`config.mk`:
```
export PLATFORM = sky130hd
export DESIGN_NAME = ata_pio_lba48_host_sequencer_unit
export DESIGN_NICKNAME = d
export VERILOG_FILES = /design/src/rtl/ahs_pkg.sv /design/src/rtl/ahs_fifo.sv /design/src/rtl/ahs_front.sv /design/src/rtl/ahs_back.sv /design/src/rtl/ata_pio_lba48_host_sequencer_unit.sv
export SDC_FILE = /design/constraint.sdc
export NUM_CORES = 1
export LEC_CHECK = 0
export BUFFER_PORTS_ARGS = -buffer_cell sky130_fd_sc_hd__buf_2
export CAP_MARGIN = 0
export CELL_PAD_IN_SITES_DETAIL_PLACEMENT = 0
export CELL_PAD_IN_SITES_GLOBAL_PLACEMENT = 1
export CORE_MARGIN = 2
export CORE_UTILIZATION = 41
export CTS_CLUSTER_SIZE = 12
export DETAILED_ROUTE_END_ITERATION = 10
export PLACE_DENSITY_LB_ADDON = 0.1
export SYNTH_ARGS = -nofsm -noshare
export SYNTH_HDL_FRONTEND = slang
export SYNTH_SLANG_ARGS = --single-unit
```
`constraint.sdc`:
```
create_clock -name clk -period 6.85 [get_ports clk]
set_input_delay 1.0275 -clock clk [delete_from_list [all_inputs] [get_ports clk]]
set_output_delay 1.0275 -clock clk [all_outputs]
set_load 0.05 [all_outputs]
```
`src/rtl/ahs_pkg.sv`:
```
// Shared types and constants of the ATA PIO LBA48 host sequencer.
// No dependencies; used by every module of the block but ahs_fifo.
package ahs_pkg;

  localparam int unsigned WORDS_PER_SECTOR_DEF = 256;
  localparam int unsigned QUEUE_DEPTH_DEF      = 2;
  localparam int unsigned LIMIT_W              = 20;
  localparam int unsigned S_TDATA_W            = 104;
  localparam int unsigned M_TDATA_W            = 32;
  localparam int unsigned START_SEQ_LEN        = 13;
  localparam int unsigned SETTLE_LEN           = 4;

  localparam logic [LIMIT_W-1:0] READY_LIMIT_RST = 20'd10000;
  localparam logic [LIMIT_W-1:0] FLUSH_LIMIT_RST = 20'd100000;

  // Input operations.
  localparam logic [1:0] OP_START     = 2'd0;
  localparam logic [1:0] OP_RESP      = 2'd1;
  localparam logic [1:0] OP_HOST_WORD = 2'd2;

  // Configuration register indexes.
  localparam logic REG_READY_LIMIT = 1'b0;
  localparam logic REG_FLUSH_LIMIT = 1'b1;

  // Result kinds.
  localparam logic [2:0] KIND_BUS_WRITE = 3'd0;
  localparam logic [2:0] KIND_SETTLE    = 3'd1;
  localparam logic [2:0] KIND_BUS_READ  = 3'd2;
  localparam logic [2:0] KIND_TO_HOST   = 3'd3;
  localparam logic [2:0] KIND_WANT_WORD = 3'd4;
  localparam logic [2:0] KIND_DONE      = 3'd5;

  // Task file ports.
  localparam logic [9:0] PORT_DATA     = 10'h1F0;
  localparam logic [9:0] PORT_SECCOUNT = 10'h1F2;
  localparam logic [9:0] PORT_LBA_LO   = 10'h1F3;
  localparam logic [9:0] PORT_LBA_MID  = 10'h1F4;
  localparam logic [9:0] PORT_LBA_HI   = 10'h1F5;
  localparam logic [9:0] PORT_DRIVE    = 10'h1F6;
  localparam logic [9:0] PORT_CMD      = 10'h1F7;
  localparam logic [9:0] PORT_ALTSTAT  = 10'h3F6;

  localparam logic [7:0] DRIVE_MASTER_LBA = 8'h40;
  localparam logic [7:0] CMD_READ_EXT     = 8'h24;
  localparam logic [7:0] CMD_WRITE_EXT    = 8'h34;
  localparam logic [7:0] CMD_FLUSH        = 8'hE7;
  localparam logic [7:0] ST_BUSY          = 8'h80;
  localparam logic [7:0] ST_DRQ           = 8'h08;

  // Leading part of a job.
  typedef enum logic [2:0] {
    HEAD_NONE,
    HEAD_START,
    HEAD_SETTLE,
    HEAD_TO_HOST,
    HEAD_DATA_OUT
  } head_t;

  // Closing result of a job; every job ends with exactly one.
  typedef enum logic [1:0] {
    FIN_READ_STATUS,
    FIN_READ_DATA,
    FIN_WANT_WORD,
    FIN_DONE
  } fin_t;

  // One queued job: head results, an optional command write, then the closing result.
  typedef struct packed {
    head_t       head;
    logic [63:0] arg;       // start: {sector count, LBA}; data heads: word in [15:0]
    logic        cmd_en;
    logic [7:0]  cmd_byte;
    fin_t        fin;
    logic        outcome;
  } job_t;

endpackage

```
`src/rtl/ahs_fifo.sv`:
```
// Small register queue between the front and back parts of the sequencer.
// Generic width and depth; no package dependency.
module ahs_fifo #(
  parameter int unsigned WIDTH = 8,
  parameter int unsigned DEPTH = 2
) (
  input  logic             clk,
  input  logic             rst,
  input  logic             push,
  input  logic [WIDTH-1:0] push_data,
  output logic             full,
  input  logic             pop,
  output logic [WIDTH-1:0] pop_data,
  output logic             empty
);

  localparam int unsigned PTR_W = (DEPTH > 1) ? $clog2(DEPTH) : 1;
  localparam int unsigned CNT_W = $clog2(DEPTH + 1);
  localparam logic [PTR_W-1:0] PTR_LAST = PTR_W'(DEPTH - 1);
  localparam logic [CNT_W-1:0] CNT_FULL = CNT_W'(DEPTH);

  logic [WIDTH-1:0] entries [DEPTH];
  logic [PTR_W-1:0] wr_ptr;
  logic [PTR_W-1:0] rd_ptr;
  logic [CNT_W-1:0] count;
  logic             do_push;
  logic             do_pop;

  assign full     = (count == CNT_FULL);
  assign empty    = (count == '0);
  assign do_push  = push && !full;
  assign do_pop   = pop && !empty;
  assign pop_data = entries[rd_ptr];

  always_ff @(posedge clk) begin
    if (do_push) begin
      entries[wr_ptr] <= push_data;
    end
  end

  always_ff @(posedge clk) begin
    if (rst) begin
      wr_ptr <= '0;
      rd_ptr <= '0;
      count  <= '0;
    end else begin
      if (do_push) begin
        wr_ptr <= (wr_ptr == PTR_LAST) ? '0 : wr_ptr + PTR_W'(1);
      end
      if (do_pop) begin
        rd_ptr <= (rd_ptr == PTR_LAST) ? '0 : rd_ptr + PTR_W'(1);
      end
      if (do_push && !do_pop) begin
        count <= count + CNT_W'(1);
      end else if (do_pop && !do_push) begin
        count <= count - CNT_W'(1);
      end
    end
  end

endmodule

```
`src/rtl/ahs_front.sv`:
```
// Front part of the sequencer: accepts items, tracks the protocol phase and
// turns each fitting item into one job for the queue. Depends on ahs_pkg.
module ahs_front #(
  parameter int unsigned WORDS_PER_SECTOR = 256
) (
  input  logic                          clk,
  input  logic                          rst,
  input  logic                          in_valid,
  output logic                          in_ready,
  input  logic [1:0]                    in_op,
  input  logic                          in_write_dir,
  input  logic [47:0]                   in_block_address,
  input  logic [15:0]                   in_sector_total,
  input  logic [15:0]                   in_read_value,
  input  logic [15:0]                   in_host_word,
  input  logic                          cfg_valid,
  input  logic                          cfg_index,
  input  logic [ahs_pkg::LIMIT_W-1:0]   cfg_data,
  output logic                          push,
  output ahs_pkg::job_t                 push_job,
  input  logic                          queue_full
);

  import ahs_pkg::*;

  localparam int unsigned WIDX_W = (WORDS_PER_SECTOR > 1) ? $clog2(WORDS_PER_SECTOR) : 1;
  localparam logic [WIDX_W-1:0] WIDX_LAST = WIDX_W'(WORDS_PER_SECTOR - 1);

  typedef enum logic [2:0] {
    PH_IDLE,
    PH_DRQ,
    PH_RDATA,
    PH_WDATA,
    PH_FLUSH
  } phase_t;

  phase_t              phase, phase_next;
  logic                is_write, is_write_next;
  logic [15:0]         sectors_left, sectors_left_next;
  logic [WIDX_W-1:0]   word_index, word_index_next;
  logic [LIMIT_W-1:0]  poll_count, poll_count_next;
  logic [LIMIT_W-1:0]  ready_limit;
  logic [LIMIT_W-1:0]  flush_limit;

  logic                accept;
  logic                take;
  job_t                job;
  logic                hit;
  logic [LIMIT_W-1:0]  poll_inc;
  logic [LIMIT_W-1:0]  poll_lim;
  logic [15:0]         sectors_dec;
  logic                sector_end;
  logic                drq_tail;
  logic                flush_tail;

  assign in_ready    = !queue_full;
  assign accept      = in_valid && in_ready;
  assign poll_inc    = poll_count + LIMIT_W'(1);
  assign poll_lim    = (phase == PH_DRQ) ? ready_limit : flush_limit;
  assign sectors_dec = sectors_left - 16'd1;
  assign hit         = (phase == PH_DRQ) ? ((in_read_value[7:0] & ST_DRQ) != 8'd0)
                                         : ((in_read_value[7:0] & ST_BUSY) == 8'd0);

  always_comb begin
    phase_next        = phase;
    is_write_next     = is_write;
    sectors_left_next = sectors_left;
    word_index_next   = word_index;
    poll_count_next   = poll_count;
    take              = 1'b0;
    sector_end        = 1'b0;
    drq_tail          = 1'b0;
    flush_tail        = 1'b0;
    job               = '0;
    job.head          = HEAD_NONE;
    job.fin           = FIN_DONE;

    if (accept) begin
      priority if (in_op == OP_START && phase == PH_IDLE) begin
        take              = 1'b1;
        job.head          = HEAD_START;
        job.arg           = {in_sector_total, in_block_address};
        is_write_next     = in_write_dir;
        sectors_left_next = in_sector_total;
        word_index_next   = '0;
        if (in_sector_total == 16'd0) begin
          // A count of zero would mean 65536 sectors, so no transfer command goes out.
          if (in_write_dir) begin
            flush_tail = 1'b1;
          end else begin
            job.fin    = FIN_DONE;
            phase_next = PH_IDLE;
          end
        end else begin
          job.cmd_en   = 1'b1;
          job.cmd_byte = in_write_dir ? CMD_WRITE_EXT : CMD_READ_EXT;
          drq_tail     = 1'b1;
        end
      end else if (in_op == OP_RESP && (phase == PH_DRQ || phase == PH_FLUSH)) begin
        take = 1'b1;
        if (hit) begin
          if (phase == PH_FLUSH) begin
            job.fin    = FIN_DONE;
            phase_next = PH_IDLE;
          end else begin
            word_index_next = '0;
            if (is_write) begin
              job.fin    = FIN_WANT_WORD;
              phase_next = PH_WDATA;
            end else begin
              job.fin    = FIN_READ_DATA;
              phase_next = PH_RDATA;
            end
          end
        end else begin
          job.head        = HEAD_SETTLE;
          poll_count_next = poll_inc;
          if (poll_inc >= poll_lim) begin
            // Only a data request wait reports a timeout; the flush wait ends as success.
            job.fin     = FIN_DONE;
            job.outcome = (phase == PH_DRQ);
            phase_next  = PH_IDLE;
          end else begin
            job.fin = FIN_READ_STATUS;
          end
        end
      end else if (in_op == OP_RESP && phase == PH_RDATA) begin
        take     = 1'b1;
        job.head = HEAD_TO_HOST;
        job.arg  = {48'd0, in_read_value};
        if (word_index == WIDX_LAST) begin
          word_index_next = '0;
          sector_end      = 1'b1;
        end else begin
          word_index_next = word_index + WIDX_W'(1);
          job.fin         = FIN_READ_DATA;
        end
      end else if (in_op == OP_HOST_WORD && phase == PH_WDATA) begin
        take     = 1'b1;
        job.head = HEAD_DATA_OUT;
        job.arg  = {48'd0, in_host_word};
        if (word_index == WIDX_LAST) begin
          word_index_next = '0;
          sector_end      = 1'b1;
        end else begin
          word_index_next = word_index + WIDX_W'(1);
          job.fin         = FIN_WANT_WORD;
        end
      end else begin
        take = 1'b0;
      end
    end

    if (sector_end) begin
      sectors_left_next = sectors_dec;
      if (sectors_dec != 16'd0) begin
        drq_tail = 1'b1;
      end else if (is_write) begin
        flush_tail = 1'b1;
      end else begin
        job.fin    = FIN_DONE;
        phase_next = PH_IDLE;
      end
    end

    if (drq_tail) begin
      poll_count_next = '0;
      if (ready_limit == '0) begin
        job.fin     = FIN_DONE;
        job.outcome = 1'b1;
        phase_next  = PH_IDLE;
      end else begin
        job.fin    = FIN_READ_STATUS;
        phase_next = PH_DRQ;
      end
    end

    if (flush_tail) begin
      job.cmd_en      = 1'b1;
      job.cmd_byte    = CMD_FLUSH;
      poll_count_next = '0;
      if (flush_limit == '0) begin
        job.fin    = FIN_DONE;
        phase_next = PH_IDLE;
      end else begin
        job.fin    = FIN_READ_STATUS;
        phase_next = PH_FLUSH;
      end
    end
  end

  assign push     = take;
  assign push_job = job;

  always_ff @(posedge clk) begin
    if (rst) begin
      phase        <= PH_IDLE;
      is_write     <= 1'b0;
      sectors_left <= '0;
      word_index   <= '0;
      poll_count   <= '0;
      ready_limit  <= READY_LIMIT_RST;
      flush_limit  <= FLUSH_LIMIT_RST;
    end else begin
      phase        <= phase_next;
      is_write     <= is_write_next;
      sectors_left <= sectors_left_next;
      word_index   <= word_index_next;
      poll_count   <= poll_count_next;
      if (cfg_valid) begin
        unique case (cfg_index)
          REG_READY_LIMIT: ready_limit <= cfg_data;
          REG_FLUSH_LIMIT: flush_limit <= cfg_data;
        endcase
      end
    end
  end

endmodule

```
`src/rtl/ahs_back.sv`:
```
// Back part of the sequencer: expands queued jobs into bus access results,
// one per cycle unless the output is stalled, into a registered output stage. Depends on ahs_pkg.
module ahs_back (
  input  logic          clk,
  input  logic          rst,
  input  ahs_pkg::job_t job,
  input  logic          job_valid,
  output logic          job_pop,
  output logic          out_valid,
  input  logic          out_ready,
  output logic [2:0]    out_kind,
  output logic [9:0]    out_port,
  output logic          out_wide,
  output logic [15:0]   out_value,
  output logic          out_outcome,
  output logic          out_last
);

  import ahs_pkg::*;

  typedef enum logic [1:0] {
    ST_HEAD,
    ST_CMD,
    ST_FINAL
  } stage_t;

  typedef struct packed {
    logic [2:0]  kind;
    logic [9:0]  port;
    logic        wide;
    logic [15:0] value;
    logic        outcome;
    logic        last;
  } item_t;

  stage_t      stage, stage_next, eff_stage;
  logic [3:0]  step, step_next;
  logic [3:0]  head_last;
  item_t       item;
  logic        load;

  assign load = job_valid && (!out_valid || out_ready);

  // A job without a head starts directly at its command or closing result.
  always_comb begin
    if (stage == ST_HEAD && job.head == HEAD_NONE) begin
      eff_stage = job.cmd_en ? ST_CMD : ST_FINAL;
    end else begin
      eff_stage = stage;
    end
  end

  always_comb begin
    unique case (job.head)
      HEAD_START:  head_last = 4'(START_SEQ_LEN - 1);
      HEAD_SETTLE: head_last = 4'(SETTLE_LEN - 1);
      default:     head_last = 4'd0;
    endcase
  end

  always_comb begin
    item      = '0;
    item.kind = KIND_BUS_WRITE;
    unique case (eff_stage)
      ST_HEAD: begin
        unique case (job.head)
          HEAD_START: begin
            unique case (step)
              4'd0: begin
                item.port  = PORT_DRIVE;
                item.value = {8'd0, DRIVE_MASTER_LBA};
              end
              4'd1, 4'd2, 4'd3, 4'd4: begin
                item.kind = KIND_SETTLE;
                item.port = PORT_ALTSTAT;
              end
              4'd5: begin
                item.port  = PORT_SECCOUNT;
                item.value = {8'd0, job.arg[63:56]};
              end
              4'd6: begin
                item.port  = PORT_LBA_LO;
                item.value = {8'd0, job.arg[31:24]};
              end
              4'd7: begin
                item.port  = PORT_LBA_MID;
                item.value = {8'd0, job.arg[39:32]};
              end
              4'd8: begin
                item.port  = PORT_LBA_HI;
                item.value = {8'd0, job.arg[47:40]};
              end
              4'd9: begin
                item.port  = PORT_SECCOUNT;
                item.value = {8'd0, job.arg[55:48]};
              end
              4'd10: begin
                item.port  = PORT_LBA_LO;
                item.value = {8'd0, job.arg[7:0]};
              end
              4'd11: begin
                item.port  = PORT_LBA_MID;
                item.value = {8'd0, job.arg[15:8]};
              end
              4'd12: begin
                item.port  = PORT_LBA_HI;
                item.value = {8'd0, job.arg[23:16]};
              end
              default: begin
                item.port = '0;
              end
            endcase
          end
          HEAD_SETTLE: begin
            item.kind = KIND_SETTLE;
            item.port = PORT_ALTSTAT;
          end
          HEAD_TO_HOST: begin
            item.kind  = KIND_TO_HOST;
            item.value = job.arg[15:0];
          end
          HEAD_DATA_OUT: begin
            item.port  = PORT_DATA;
            item.wide  = 1'b1;
            item.value = job.arg[15:0];
          end
          default: begin
            item.kind = KIND_BUS_WRITE;
          end
        endcase
      end
      ST_CMD: begin
        item.port  = PORT_CMD;
        item.value = {8'd0, job.cmd_byte};
      end
      default: begin
        item.last = 1'b1;
        unique case (job.fin)
          FIN_READ_STATUS: begin
            item.kind = KIND_BUS_READ;
            item.port = PORT_CMD;
          end
          FIN_READ_DATA: begin
            item.kind = KIND_BUS_READ;
            item.port = PORT_DATA;
            item.wide = 1'b1;
          end
          FIN_WANT_WORD: begin
            item.kind = KIND_WANT_WORD;
          end
          FIN_DONE: begin
            item.kind    = KIND_DONE;
            item.outcome = job.outcome;
          end
        endcase
      end
    endcase
  end

  always_comb begin
    stage_next = stage;
    step_next  = step;
    job_pop    = 1'b0;
    if (load) begin
      unique case (eff_stage)
        ST_HEAD: begin
          if (step == head_last) begin
            step_next  = 4'd0;
            stage_next = job.cmd_en ? ST_CMD : ST_FINAL;
          end else begin
            step_next = step + 4'd1;
          end
        end
        ST_CMD: begin
          stage_next = ST_FINAL;
        end
        default: begin
          stage_next = ST_HEAD;
          step_next  = 4'd0;
          job_pop    = 1'b1;
        end
      endcase
    end
  end

  always_ff @(posedge clk) begin
    if (rst) begin
      stage     <= ST_HEAD;
      step      <= 4'd0;
      out_valid <= 1'b0;
    end else begin
      stage <= stage_next;
      step  <= step_next;
      if (load) begin
        out_valid <= 1'b1;
      end else if (out_ready) begin
        out_valid <= 1'b0;
      end
    end
  end

  always_ff @(posedge clk) begin
    if (load) begin
      out_kind    <= item.kind;
      out_port    <= item.port;
      out_wide    <= item.wide;
      out_value   <= item.value;
      out_outcome <= item.outcome;
      out_last    <= item.last;
    end
  end

endmodule

```
`src/rtl/ata_pio_lba48_host_sequencer_unit.sv`:
```
// Top level of the ATA PIO LBA48 host sequencer: front, job queue and back.
// Depends on ahs_pkg, ahs_front, ahs_fifo and ahs_back.
//
//  Channel   Direction  Handshake                      Carries
//  s_axis    in         s_axis_tvalid / s_axis_tready  operation and start/data fields
//  m_axis    out        m_axis_tvalid / m_axis_tready  one bus access or status result
//  cfg       in         cfg_valid / cfg_ready          poll limit register writes
//
// The front accepts one input transfer per cycle while the job queue has room;
// every accepted item is classified in that same cycle against the phase.
// The back emits one result per cycle from its output register while the output is
// not stalled. A start item expands into 13 head results, a command write (none for
// a read of zero sectors) and a closing result; a poll, data or host word item into 1 to 5 results.
// Reset is synchronous; there is no clearing pass.
// A stalled output holds in its register while up to QUEUE_DEPTH jobs wait.
module ata_pio_lba48_host_sequencer_unit #(
  parameter int unsigned WORDS_PER_SECTOR = ahs_pkg::WORDS_PER_SECTOR_DEF,
  parameter int unsigned QUEUE_DEPTH      = ahs_pkg::QUEUE_DEPTH_DEF
) (
  input  logic                           clk,
  input  logic                           rst,
  input  logic                           s_axis_tvalid,
  output logic                           s_axis_tready,
  // write_dir [0], block_address [48:1], sector_total [64:49],
  // read_value [80:65], host_word [96:81], zero [103:97]
  input  logic [ahs_pkg::S_TDATA_W-1:0]  s_axis_tdata,
  // operation [1:0]
  input  logic [1:0]                     s_axis_tuser,
  output logic                           m_axis_tvalid,
  input  logic                           m_axis_tready,
  // port [9:0], wide [10], bus_value [26:11], outcome [27], zero [31:28]
  output logic [ahs_pkg::M_TDATA_W-1:0]  m_axis_tdata,
  // kind [2:0]
  output logic [2:0]                     m_axis_tuser,
  output logic                           m_axis_tlast,
  input  logic                           cfg_valid,
  output logic                           cfg_ready,
  input  logic                           cfg_index,
  input  logic [ahs_pkg::LIMIT_W-1:0]    cfg_data
);

  import ahs_pkg::*;

  localparam int unsigned JOB_W = $bits(job_t);

  job_t         push_job;
  job_t         pop_job;
  logic         push;
  logic         queue_full;
  logic         queue_empty;
  logic         job_pop;
  logic [9:0]   out_port;
  logic         out_wide;
  logic [15:0]  out_value;
  logic         out_outcome;

  // Configuration writes are always taken; the user must write only while idle (unenforced).
  assign cfg_ready = 1'b1;

  ahs_front #(
    .WORDS_PER_SECTOR(WORDS_PER_SECTOR)
  ) u_front (
    .clk              (clk),
    .rst              (rst),
    .in_valid         (s_axis_tvalid),
    .in_ready         (s_axis_tready),
    .in_op            (s_axis_tuser),
    .in_write_dir     (s_axis_tdata[0]),
    .in_block_address (s_axis_tdata[48:1]),
    .in_sector_total  (s_axis_tdata[64:49]),
    .in_read_value    (s_axis_tdata[80:65]),
    .in_host_word     (s_axis_tdata[96:81]),
    .cfg_valid        (cfg_valid),
    .cfg_index        (cfg_index),
    .cfg_data         (cfg_data),
    .push             (push),
    .push_job         (push_job),
    .queue_full       (queue_full)
  );

  // Jobs wait here so the front keeps taking items while results drain.
  ahs_fifo #(
    .WIDTH (JOB_W),
    .DEPTH (QUEUE_DEPTH)
  ) u_queue (
    .clk       (clk),
    .rst       (rst),
    .push      (push),
    .push_data (push_job),
    .full      (queue_full),
    .pop       (job_pop),
    .pop_data  (pop_job),
    .empty     (queue_empty)
  );

  ahs_back u_back (
    .clk         (clk),
    .rst         (rst),
    .job         (pop_job),
    .job_valid   (!queue_empty),
    .job_pop     (job_pop),
    .out_valid   (m_axis_tvalid),
    .out_ready   (m_axis_tready),
    .out_kind    (m_axis_tuser),
    .out_port    (out_port),
    .out_wide    (out_wide),
    .out_value   (out_value),
    .out_outcome (out_outcome),
    .out_last    (m_axis_tlast)
  );

  assign m_axis_tdata = {4'd0, out_outcome, out_value, out_wide, out_port};

endmodule

```
==> key figures, run 1 <==
Clocking
  – Clock Latency Late Sink: 570 ps
  – Post-CTS Resized: 0
  – H-tree level count: 1
  – CTS Hold Bufs: 0
  – Clock Pin Slew Worst Setup and Hold Paths: 60 ps
  – Max Root-Sink Buffers: 3
  – CTS Sinks: 273
  – CTS tree: done
  – Clk root buf: clkbuf_16
  – Inserted Clock Buffers: 31
  – Post-CTS setup buffer count: 0

Worst setup path
  – Startpoint Class: flop
  – CP Data Arrival Time: 4410 ps
  – Required @ worst endpoint: 7230 ps
  – Reg-to-Reg Start: u_front.poll_count[0]$_SDFFE_PP0P_
  – Reg2reg end: u_queue.entries[0][2]$_DFFE_PP_
  – CP endpoint kind: flop
  – Crit Path Class: flop to flop
  – R2R depth: 14
  – Critical Path Fanout Max: 5
  – Register-to-register setup slack: 2820 ps

Synth
  – Top post-synthesis cells by count: edfxtp_1, nand2_1, nor2_1
  – Leading area contributor after synthesis: edfxtp_1
  – Top cell type's share of synthesized area: 0.386
  – Simple-gate share of the synthesized area: 0.189
  – Largest family of logic cells by synthesized area: simple AND/OR/NAND/NOR gates
  – Yosys reg bits: 273
  – Multiplexer area fraction after synthesis: 0.0614
  – Top cells by area, synth: edfxtp_1, dfxtp_1, mux2i_1
  – Number of distinct library cells after synthesis: 78
  – Avg Inst Size Synth: 10.4 um2
  – Mapped cell area: 13400 um2
  – Count leader, synth: edfxtp_1
  – EDFF count, synth: 173
  – Seq/Total Area, Yosys: 0.535
  – YS warnings: 0
  – Asr flop ratio synth: 0
  – Adder-Cell Fraction of Synth Area: 0.0270
  – Most used flip-flop cell after synthesis: edfxtp_1
  – Synth Area in Compound Gates: 0.121
  – Post-Synth XOR/XNOR Area: 0.0339
  – Syn Inst Count: 1294

Hold path
  – WHS Path Cells: 2
  – Hold crit path type: flop to flop
  – Hold EP: u_front.sectors_left[15]$_SDFFE_PP0P_
  – Min-delay src: u_front.sectors_left[15]$_SDFFE_PP0P_

Place
  – DPL Wire Length: 25500 um
  – Setup WS pre-CTS: 2820 ps
  – Placed Area: 14500 um2
  – Placed Cells: 1827
  – PortBufs: 157
  – Gpl congestion: 0.823

Timing
  – Min Tclk post-route: 4030 ps
  – Slew Limit Fails: 0
  – Hold_ws: 470 ps
  – Worst-margin pin slew: 1240 ps
  – RSZ-0062 raised after global routing: false
  – Final setup skew: 13.4 ps
  – Worst setup margin: 2820 ps
  – Fmax achieved: 248 MHz
  – Final setup violation count: 0
  – Setup TNS: 0 ps
  – Final Cycle Share: 0.588
  – Fin. Hold Viols: 0
  – Worst rel slew slack: 0.163

GRT
  – Gr usage total: 0.205
  – First-pass GRT wire length: 53800 um
  – Vias in the first global route: 9441
  – Gr ovfl total: 0
  – Initial antenna violation count: 1
  – Largest net degree at the start of global routing: 74

Layout
  – Final instance area: 15500 um2
  – Layout Nets: 1579
  – Layout cells sized above 1: 0.171
  – Finished Layout Cells: 1886
  – Final core occ: 0.478
  – Area Overhead vs Synth: 15.4%

Floorplan
  – Core area: 32500 um2
  – Die H: 185 um
  – # rows: 66
  – # IOs: 171
  – Starting Density: 0.414
  – Die Area: 34300 um2
  – Die Wd: 185 um

Routing
  – Drt pass-1 iters: 5
  – Drt first-iter violations: 542
  – ANT nets after route: 0
  – DRC: 0
  – WL final: 35900 um
  – Wire per inst: 19.0 um
  – Vias/cell: 5.35
  – Via count: 10082

Flow run
  – Max-Cap Viols: 0

Power
  – Leakage power: 5.61 nW
  – Maximum vdd ir drop: 0.175 mV
  – Tot Pwr: 4.04 mW
  – Power Density: 260 nW/um2

Status
  – Status: complete, no violations
==> registers in the layout, summed over array words and instances, names as in the netlist, 2 cells and up, named ones only <==
register              cells
u_back.out_kind           3
u_back.out_port           5
u_back.out_value         16
u_back.stage              2
u_back.step               4
u_front.flush_limit      20
u_front.phase             3
u_front.poll_count       20
u_front.ready_limit      20
u_front.sectors_left     16
u_front.word_index        8
u_queue.count             2
u_queue.entries         146
==> kinds of logic after synthesis <==
logic type	after synthesis
compound gates	264
other cells	2
xor+xnor	52
simple gates	498
flops	273
mux	82
fa+ha+maj	29
buf+inv	94
==> worst max-delay path by stage <==
stage	from	end	slack (ps)	cells after the start
after floorplan	s_axis_tuser[0]	u_queue.entries[0][0]$_DFFE_PP_	1790	6
after global placement	s_axis_tuser[1]	u_queue.entries[0][2]$_DFFE_PP_	2880	9
after detailed placement	s_axis_tuser[1]	u_queue.entries[0][2]$_DFFE_PP_	2820	9
after CTS	u_front.poll_count[0]$_SDFFE_PP0P_	u_queue.entries[0][2]$_DFFE_PP_	2800	14
after global routing	u_front.poll_count[0]$_SDFFE_PP0P_	u_queue.entries[1][1]$_DFFE_PP_	2540	14
final	u_front.poll_count[0]$_SDFFE_PP0P_	u_queue.entries[0][2]$_DFFE_PP_	2820	14
==> where the power goes <==
group	internal [mW]	leakage, nW	switching [mW]
registers	1.84	2.46	0.0463
logic	0.164	2.67	0.379
clock network	0.945	0.492	0.664
==> area by class of cell <==
class / instances / area [um2]
inverter: 15 / 56.3
timing repair buffer: 166 / 853
fill: 3056 / 16900
clock inverter: 20 / 188
tap: 442 / 553
clock buffer: 38 / 802
multi-input combinational: 931 / 5860
sequential: 273 / 7200
antenna: 1 / 2.50
==> cells in the final DEF, fill, tap and decap left out, types with 5 or more instances in the layout <==
master / synthesis / routed
inv_1: 15 / 15
nor4_1: 29 / 29
a221oi_1: 5 / 5
o21ai_0: 53 / 53
xor2_1: 18 / 18
nor2_1: 103 / 103
clkinv_2: 0 / 11
nand2b_1: 9 / 9
edfxtp_1: 173 / 173
clkbuf_1: 46 / 7
buf_2: 17 / 157
nand3b_1: 17 / 17
buf_4: 13 / 9
nand2_1: 166 / 166
conb_1: 2 / 6
xnor2_1: 34 / 34
mux2i_1: 78 / 78
a31oi_1: 11 / 11
a21oi_1: 91 / 91
o22ai_1: 28 / 28
a22oi_1: 23 / 23
dfxtp_1: 100 / 99
or2_2: 5 / 5
a21o_1: 6 / 6
nor2b_1: 8 / 8
ha_1: 29 / 29
nand3_1: 16 / 16
nand4_1: 14 / 14
and3_1: 13 / 13
and2_1: 56 / 55
nor3_1: 18 / 17
or3_1: 9 / 9
a211oi_1: 8 / 8
clkbuf_16: 0 / 31
==> worst max-delay path, cell delays in order (launching register included) <==
cell	delay [ps]
dfxtp_1	410
ha_1	290
and3_1	190
nand4_2	180
or3_4	460
nor2_1	230
nand3_1	170
xnor2_1	170
ha_1	310
nand4_1	120
or4_1	590
nor2_1	130
nor2_1	80
a211o_1	300
a21oi_1	200
==> layer usage <==
metal,GRT usage,vias to the layer above,share of wire
li1,-,4988,-
met1,0.275,4822,0.46
met2,0.349,228,0.48
met3,0.0275,44,0.039
met4,0.0524,0,0.023
met5,0,-,0
Note: power is estimated with default switching activity, not from simulation.
==> run 2, diff against run 1 <==
==> constraint.sdc (replaced) <==
create_clock -name clk -period 3.31 [get_ports clk]
set_input_delay 0.4965 -clock clk [delete_from_list [all_inputs] [get_ports clk]]
set_output_delay 0.4965 -clock clk [all_outputs]
set_load 0.05 [all_outputs]
==> run 2 against run 1 <==
  * Register-to-register slack worse by 2800 ps
  * Combinational power is 120% higher
  * Global-route usage is 0.58 points higher
  * Sequential share of layout area is 1.8 points lower
  * Critical path type unchanged
  * Critical endpoint is now u_front.phase[2]$_SDFF_PP0_
==> key figures, run 2 (synthesis results as in run 1) <==
Status
  – Status: complete, no violations

Floorplan
  – Die Area: 34300 um2 (unchanged)
  – Core area: 32500 um2 (unchanged)
  – # rows: 66 (unchanged)
  – Die Wd: 185 um (unchanged)
  – Starting Density: 0.414 (unchanged)
  – Die H: 185 um (unchanged)
  – # IOs: 171 (unchanged)

Timing
  – Worst rel slew slack: 0.259 (+0.0960)
  – Fmax achieved: 304 MHz (+22%)
  – Final setup skew: 14.8 ps (+1.44 ps)
  – RSZ-0062 raised after global routing: true
  – Worst-margin pin slew: 1100 ps (-142 ps)
  – Fin. Hold Viols: 0 (unchanged)
  – Slew Limit Fails: 0 (unchanged)
  – Min Tclk post-route: 3290 ps (-731 ps)
  – Final setup violation count: 0 (unchanged)
  – Final Cycle Share: 0.995 (+0.408)

Routing
  – Wire per inst: 18.9 um (-0.85%)
  – Via count: 10376 (+2.9%)
  – Vias/cell: 5.36 (+0.21%)
  – DRC: 0 (unchanged)
  – WL final: 36600 um (+1.8%)
  – Drt first-iter violations: 560 (+3.3%)
  – ANT nets after route: 0 (unchanged)
  – Drt pass-1 iters: 7 (+2)

Layout
  – Number of flip-flops in the largest register: 146 (unchanged)
  – Commonest non-fill, non-tap cell in the layout: edfxtp_1
  – Layout cells sized above 1: 0.218 (+0.0472)
  – Most flops, register: u_queue.entries
  – Fillcell total: 3029 (-0.88%)
  – Most frequent cells in the layout: edfxtp_1, nand2_1, buf_2
  – Final core occ: 0.498 (+0.0195)
  – Area Overhead vs Synth: 20.1%
  – Layout Nets: 1630 (+3.2%)

Clocking
  – CTS Hold Bufs: 0 (unchanged)
  – CTS Sinks: 273 (unchanged)
  – Clock Latency Late Sink: 560 ps (about the same)
  – Inserted Clock Buffers: 30 (-3.2%)
  – Clk root buf: clkbuf_16
  – CTS tree: done
  – Max Root-Sink Buffers: 3 (unchanged)
  – H-tree level count: 1 (unchanged)
  – Clock Pin Slew Worst Setup and Hold Paths: 60 ps (about the same)

Worst setup path
  – CP endpoint kind: flop
  – CP Data Arrival Time: 3740 ps (-670 ps)
  – CP startpoint: u_front.poll_count[3]$_SDFFE_PP0P_
  – Reg2reg end: u_front.phase[2]$_SDFF_PP0_
  – Register-to-register setup slack: 20 ps (-2810 ps)
  – Required @ worst endpoint: 3760 ps (-3470 ps)
  – Reg-to-Reg Start: u_front.poll_count[3]$_SDFFE_PP0P_
  – R2R depth: 13 (-1)
  – Critical Path Fanout Max: 3 (-2)
  – Startpoint Class: flop
  – Crit Path Class: flop to flop

GRT
  – Vias in the first global route: 9945 (+5.3%)
  – Gr ovfl total: 0 (unchanged)
  – Met3 Use GR: 0.0332 (+0.00570)
  – First-pass GRT wire length: 55900 um (+3.8%)
  – Grt peak-use layer: met2
  – Initial antenna violation count: 4 (+3)
  – Largest net degree at the start of global routing: 62 (-16%)
  – Gr usage total: 0.210 (+0.00578)
  – Grt met1 use: 0.280 (+0.00517)
  – M2 GR Usage: 0.361 (+0.0123)

Power
  – Power Density: 520 nW/um2 (+100%)
  – Maximum vdd ir drop: 0.411 mV (+140%)
  – Tot Pwr: 8.40 mW (+110%)
  – Leakage power: 5.95 nW (+6.0%)

Hold path
  – WHS Path Cells: 3 (+1)
  – Hold crit path type: primary input to flop
  – Min-delay src: cfg_data[7]
  – Hold EP: u_front.flush_limit[7]$_SDFFE_PP1P_

Flow run
  – Max-Cap Viols: 0 (unchanged)

Place
  – Gpl congestion: 0.813 (-1.2%)
  – DPL Wire Length: 26300 um (+3.2%)
  – PortBufs: 157 (unchanged)
[run 2: cell types whose count changed in the layout (fill, tap and decap cells not counted), moves of 5 or more]
cell and change:
clkinv_2 -5, buf_12 +7, dfxtp_2 +5, buf_4 +45, clkbuf_8 +9, dfxtp_1 -6
[run 2: how the worst max path moves through the flow]
stage	slack, ps	depth (start not counted)	to
floorplan	2	6	u_queue.entries[0][0]$_DFFE_PP_
global placement	30	13	u_queue.entries[1][1]$_DFFE_PP_
detailed placement	-60	13	u_queue.entries[1][1]$_DFFE_PP_
CTS	-10	13	u_front.phase[2]$_SDFF_PP0_
global route	-140	14	u_front.phase[2]$_SDFF_PP0_
finish	20	13	u_front.phase[2]$_SDFF_PP0_
[run 2: metal layers]
| metal | wire length [um] | share of wire |
|---|---|---|
| met3 | 1640 | 0.045 |
| met5 | 23 | 0.00063 |
| met2 | 17700 | 0.48 |
| met1 | 16500 | 0.45 |
| met4 | 741 | 0.020 |
[run 2: report_power, final]
part	switching (mW)	total [mW]	internal (mW)
logic	0.815	1.19	0.375
clock network	1.34	3.33	1.99
registers	0.0829	3.88	3.80
total	2.24	8.40	6.16
[run 2: layout make-up]
type	instances	area, um2	area share
clock inverter	9	71.3	0.00442
multi-input combinational	931	6000	0.371
tap	442	553	0.0342
inverter	15	56.3	0.00349
timing repair buffer	218	1330	0.0824
clock buffer	47	927	0.0574
antenna	2	5.00	0.000310
sequential	273	7210	0.446
[run 2: what timing repair did]
item                                    4_1_cts  5_1_grt
buffers inserted                              2        1
endpoints found under the setup margin        7        8
gates resized for setup                       7       11
pin swaps                                     2        9
[run 2: critical path, cell delays in order, from the launching register on]
cell      delay [ps]
dfxtp_2          320
and4_4           270
nand4_4          110
or4_4            460
nor2_4           110
nand3_2          110
xnor2_1          160
ha_1             300
nand4_1          140
or4_4            470
o21bai_1         160
nor2_1            60
o41a_1           310
o21ba_2          190
[run 2: per-stage QoR]
stage               worst slack (ps)  cell area (um2)  std cells  setup TNS, ps  hold WS (ps)
floorplan                       2.26            13500       1298              0           444
global placement                25.3            15000       1876              0           455
detailed placement             -58.2            15000       1876           -299           466
CTS                            -13.9            16100       1934          -13.9           143
global route                    -143            16100       1935           -642           169
finish                          15.5            16200       1937              0           165
==> run 3, diff against run 2 <==
--- a/config.mk
+++ b/config.mk
@@ -10,7 +10,8 @@
 export CELL_PAD_IN_SITES_DETAIL_PLACEMENT = 0
 export CELL_PAD_IN_SITES_GLOBAL_PLACEMENT = 1
 export CORE_MARGIN = 2
-export CORE_UTILIZATION = 41
+export CORE_UTILIZATION = 43
+export CTS_BUF_LIST = sky130_fd_sc_hd__clkbuf_8
 export CTS_CLUSTER_SIZE = 12
 export DETAILED_ROUTE_END_ITERATION = 10
 export PLACE_DENSITY_LB_ADDON = 0.1
==> run 3 against run 2 <==
  * Combinational power about the same
  * Clock power down 18%
  * Worst setup slack better by 24 ps
  * Sequential cell count unchanged
  * Total power down 6.8%
  * Final cell count down 0.46%
  * Non-clock buffer count up 12
  * Design area down 0.93%
  * Die area down 4.6%
  * Fmax up 0.73%
  * Critical path type unchanged
  * Critical endpoint unchanged
  * Largest cell class unchanged
  * Highest routed layer is now met4
==> key figures, run 3 (synthesis results as in run 1) <==
Clocking
  – Max Root-Sink Buffers: 3 (unchanged)
  – CTS Sinks: 273 (unchanged)
  – Clk root buf: clkbuf_8
  – CTS Hold Bufs: 0 (unchanged)
  – Inserted Clock Buffers: 46 (+53%)
  – H-tree level count: 2 (+1)
  – Clock Pin Slew Worst Setup and Hold Paths: 60 ps (about the same)
  – CTS tree: done
  – Clock Latency Late Sink: 550 ps (about the same)

Timing
  – Final setup violation count: 0 (unchanged)
  – RSZ-0062 raised after global routing: true
  – Min Tclk post-route: 3270 ps (-23.8 ps)
  – Hold_ws: 169 ps (+4.25 ps)
  – Worst rel slew slack: 0.392 (+0.134)
  – Slew Limit Fails: 0 (unchanged)
  – Worst-margin pin slew: 907 ps (-195 ps)
  – Final Cycle Share: 0.988 (-0.00719)
  – Fmax achieved: 306 MHz (+0.73%)
  – Final setup skew: 19.4 ps (+4.53 ps)
  – Fin. Hold Viols: 0 (unchanged)

Routing
  – Drt pass-1 iters: 5 (-2)
  – ANT nets after route: 0 (unchanged)
  – Vias/cell: 5.44 (+1.6%)
  – Drt first-iter violations: 685 (+22%)
  – DRC: 0 (unchanged)
  – Via count: 10488 (+1.1%)
  – WL final: 36600 um (+0.17%)
  – Wire per inst: 19.0 um (+0.63%)

Layout
  – Commonest non-fill, non-tap cell in the layout: edfxtp_1
  – Finished Layout Cells: 1928 (-0.46%)
  – Most frequent cells in the layout: edfxtp_1, nand2_1, buf_2
  – Most flops, register: u_queue.entries
  – Final instance area: 16000 um2 (-0.93%)
  – Layout Nets: 1658 (+1.7%)
  – Number of flip-flops in the largest register: 146 (unchanged)
  – Area Overhead vs Synth: 19.0%
  – Layout cells sized above 1: 0.227 (+0.00880)
  – Diode count: 0 (-2)

GRT
  – Largest net degree at the start of global routing: 50 (-19%)
  – Gr usage total: 0.219 (+0.00828)
  – First-pass GRT wire length: 56200 um (+0.58%)
  – Gr ovfl total: 0 (unchanged)
  – Initial antenna violation count: 0 (-4)
  – Vias in the first global route: 10188 (+2.4%)

Worst setup path
  – CP startpoint: u_front.poll_count[6]$_SDFFE_PP0P_
  – Startpoint Class: flop
  – Crit path top cell by count: or4_4
  – CP endpoint kind: flop
  – Required @ worst endpoint: 3760 ps (about the same)
  – Reg-to-Reg Start: u_front.poll_count[6]$_SDFFE_PP0P_
  – CP Data Arrival Time: 3720 ps (-20 ps)
  – CP max stage delay: 480 ps (about the same)
  – Critical-path top delay cell: or4_4
  – CP Cell Sequence: and4_4 -> nand4_4 -> or4_4 -> nor2_4 -> nand3_2 -> xnor2_2 -> ha_1 -> nand4_1 -> or4_4 -> o21bai_4 -> nor2_1 -> o41a_1 -> o21ba_2
  – Critical Path Fanout Max: 3 (unchanged)
  – Crit Path Class: flop to flop

Flow run
  – Max-Cap Viols: 0 (unchanged)

Floorplan
  – # IOs: 171 (unchanged)
  – Die H: 181 um (-2.3%)
  – Die Area: 32700 um2 (-4.6%)
  – # rows: 64 (-3.0%)
  – Core area: 30700 um2 (-5.5%)
  – Die Wd: 181 um (-2.3%)
  – Starting Density: 0.438 (+0.0241)

Place
  – Gpl congestion: 0.829 (+1.9%)
  – DPL Wire Length: 26500 um (+0.76%)
  – Placed Area: 15000 um2 (-0.18%)
  – PortBufs: 157 (unchanged)
  – Placed Cells: 1834 (-2.2%)

Power
  – Maximum vdd ir drop: 0.273 mV (-34%)
  – Tot Pwr: 7.83 mW (-6.8%)
  – Leakage power: 6.02 nW (+1.1%)
  – Power Density: 489 nW/um2 (-5.9%)

Hold path
  – Min-delay src: cfg_data[16]
  – Hold crit path type: primary input to flop

Status
  – Status: complete, no violations
run 3: cell count changes in the layout (fill, tap and decap cells not counted), moves of 3 or more:
cell | before | now
clkbuf_16 | 31 | 0
clkbuf_1 | 6 | 0
buf_4 | 54 | 66
inv_1 | 15 | 37
clkinv_1 | 1 | 4
clkbuf_8 | 9 | 51
run 3: final cells by class:
type | count | area [um2]
fillers | 2859 | 14700
clock buffers | 51 | 702
well taps | 396 | 495
multi-input cells | 931 | 5980
repair buffers | 230 | 1420
inverters | 15 | 56.3
clock inverters | 32 | 136
flip-flops and latches | 273 | 7210
run 3: timing repair:
action	CTS	global route
resized for setup	8	8
endpoints found under the setup margin	7	8
pin swaps	4	7
hold endpoints to repair	0	0
buffers inserted	6	5
run 3: worst max-delay path: cells and delay by family, from the launching register on:
| family | cells | cell delay [ps] |
|---|---|---|
| adder cells (fa/ha/maj) | 1 | 290 |
| AO/OA/AOI/OAI | 3 | 650 |
| flip-flops | 1 | 320 |
| XOR/XNOR | 1 | 160 |
| AND/OR/NAND/NOR | 8 | 1750 |
run 3: per-layer routing:
layer,share of wire,vias up,global-route usage
met3,0.051,57,0.0355
met5,0,-,0
met2,0.49,282,0.376
met4,0.022,0,0.0655
met1,0.43,5015,0.284
li1,-,5134,-
run 3: worst paths after layout:
check / slack, ps / end / depth (start not counted)
worst min-delay path: 170 / u_front.flush_limit[16]$_SDFFE_PP1P_ / 3
worst max register to register: 40 / u_front.phase[2]$_SDFF_PP0_ / 13
worst min register to register: 470 / u_front.ready_limit[1]$_SDFFE_PP0P_ / 2
worst max-delay path: 40 / u_front.phase[2]$_SDFF_PP0_ / 13
run 3: through the flow:
| step | utilization | worst slack [ps] | TNS, ps |
|---|---|---|---|
| floorplan | - | 2.26 | 0 |
| global placement | 0.489 | 13.7 | 0 |
| detailed placement | 0.489 | -59.8 | -327 |
| CTS | 0.519 | -10.4 | -21.2 |
| global route | 0.522 | -84.1 | -545 |
| finish | 0.522 | 39.4 | 0 |
run 3: power by group:
part	switching, mW	internal, mW
combinational	0.814	0.397
sequential	0.0829	3.80
clock	1.32	1.41
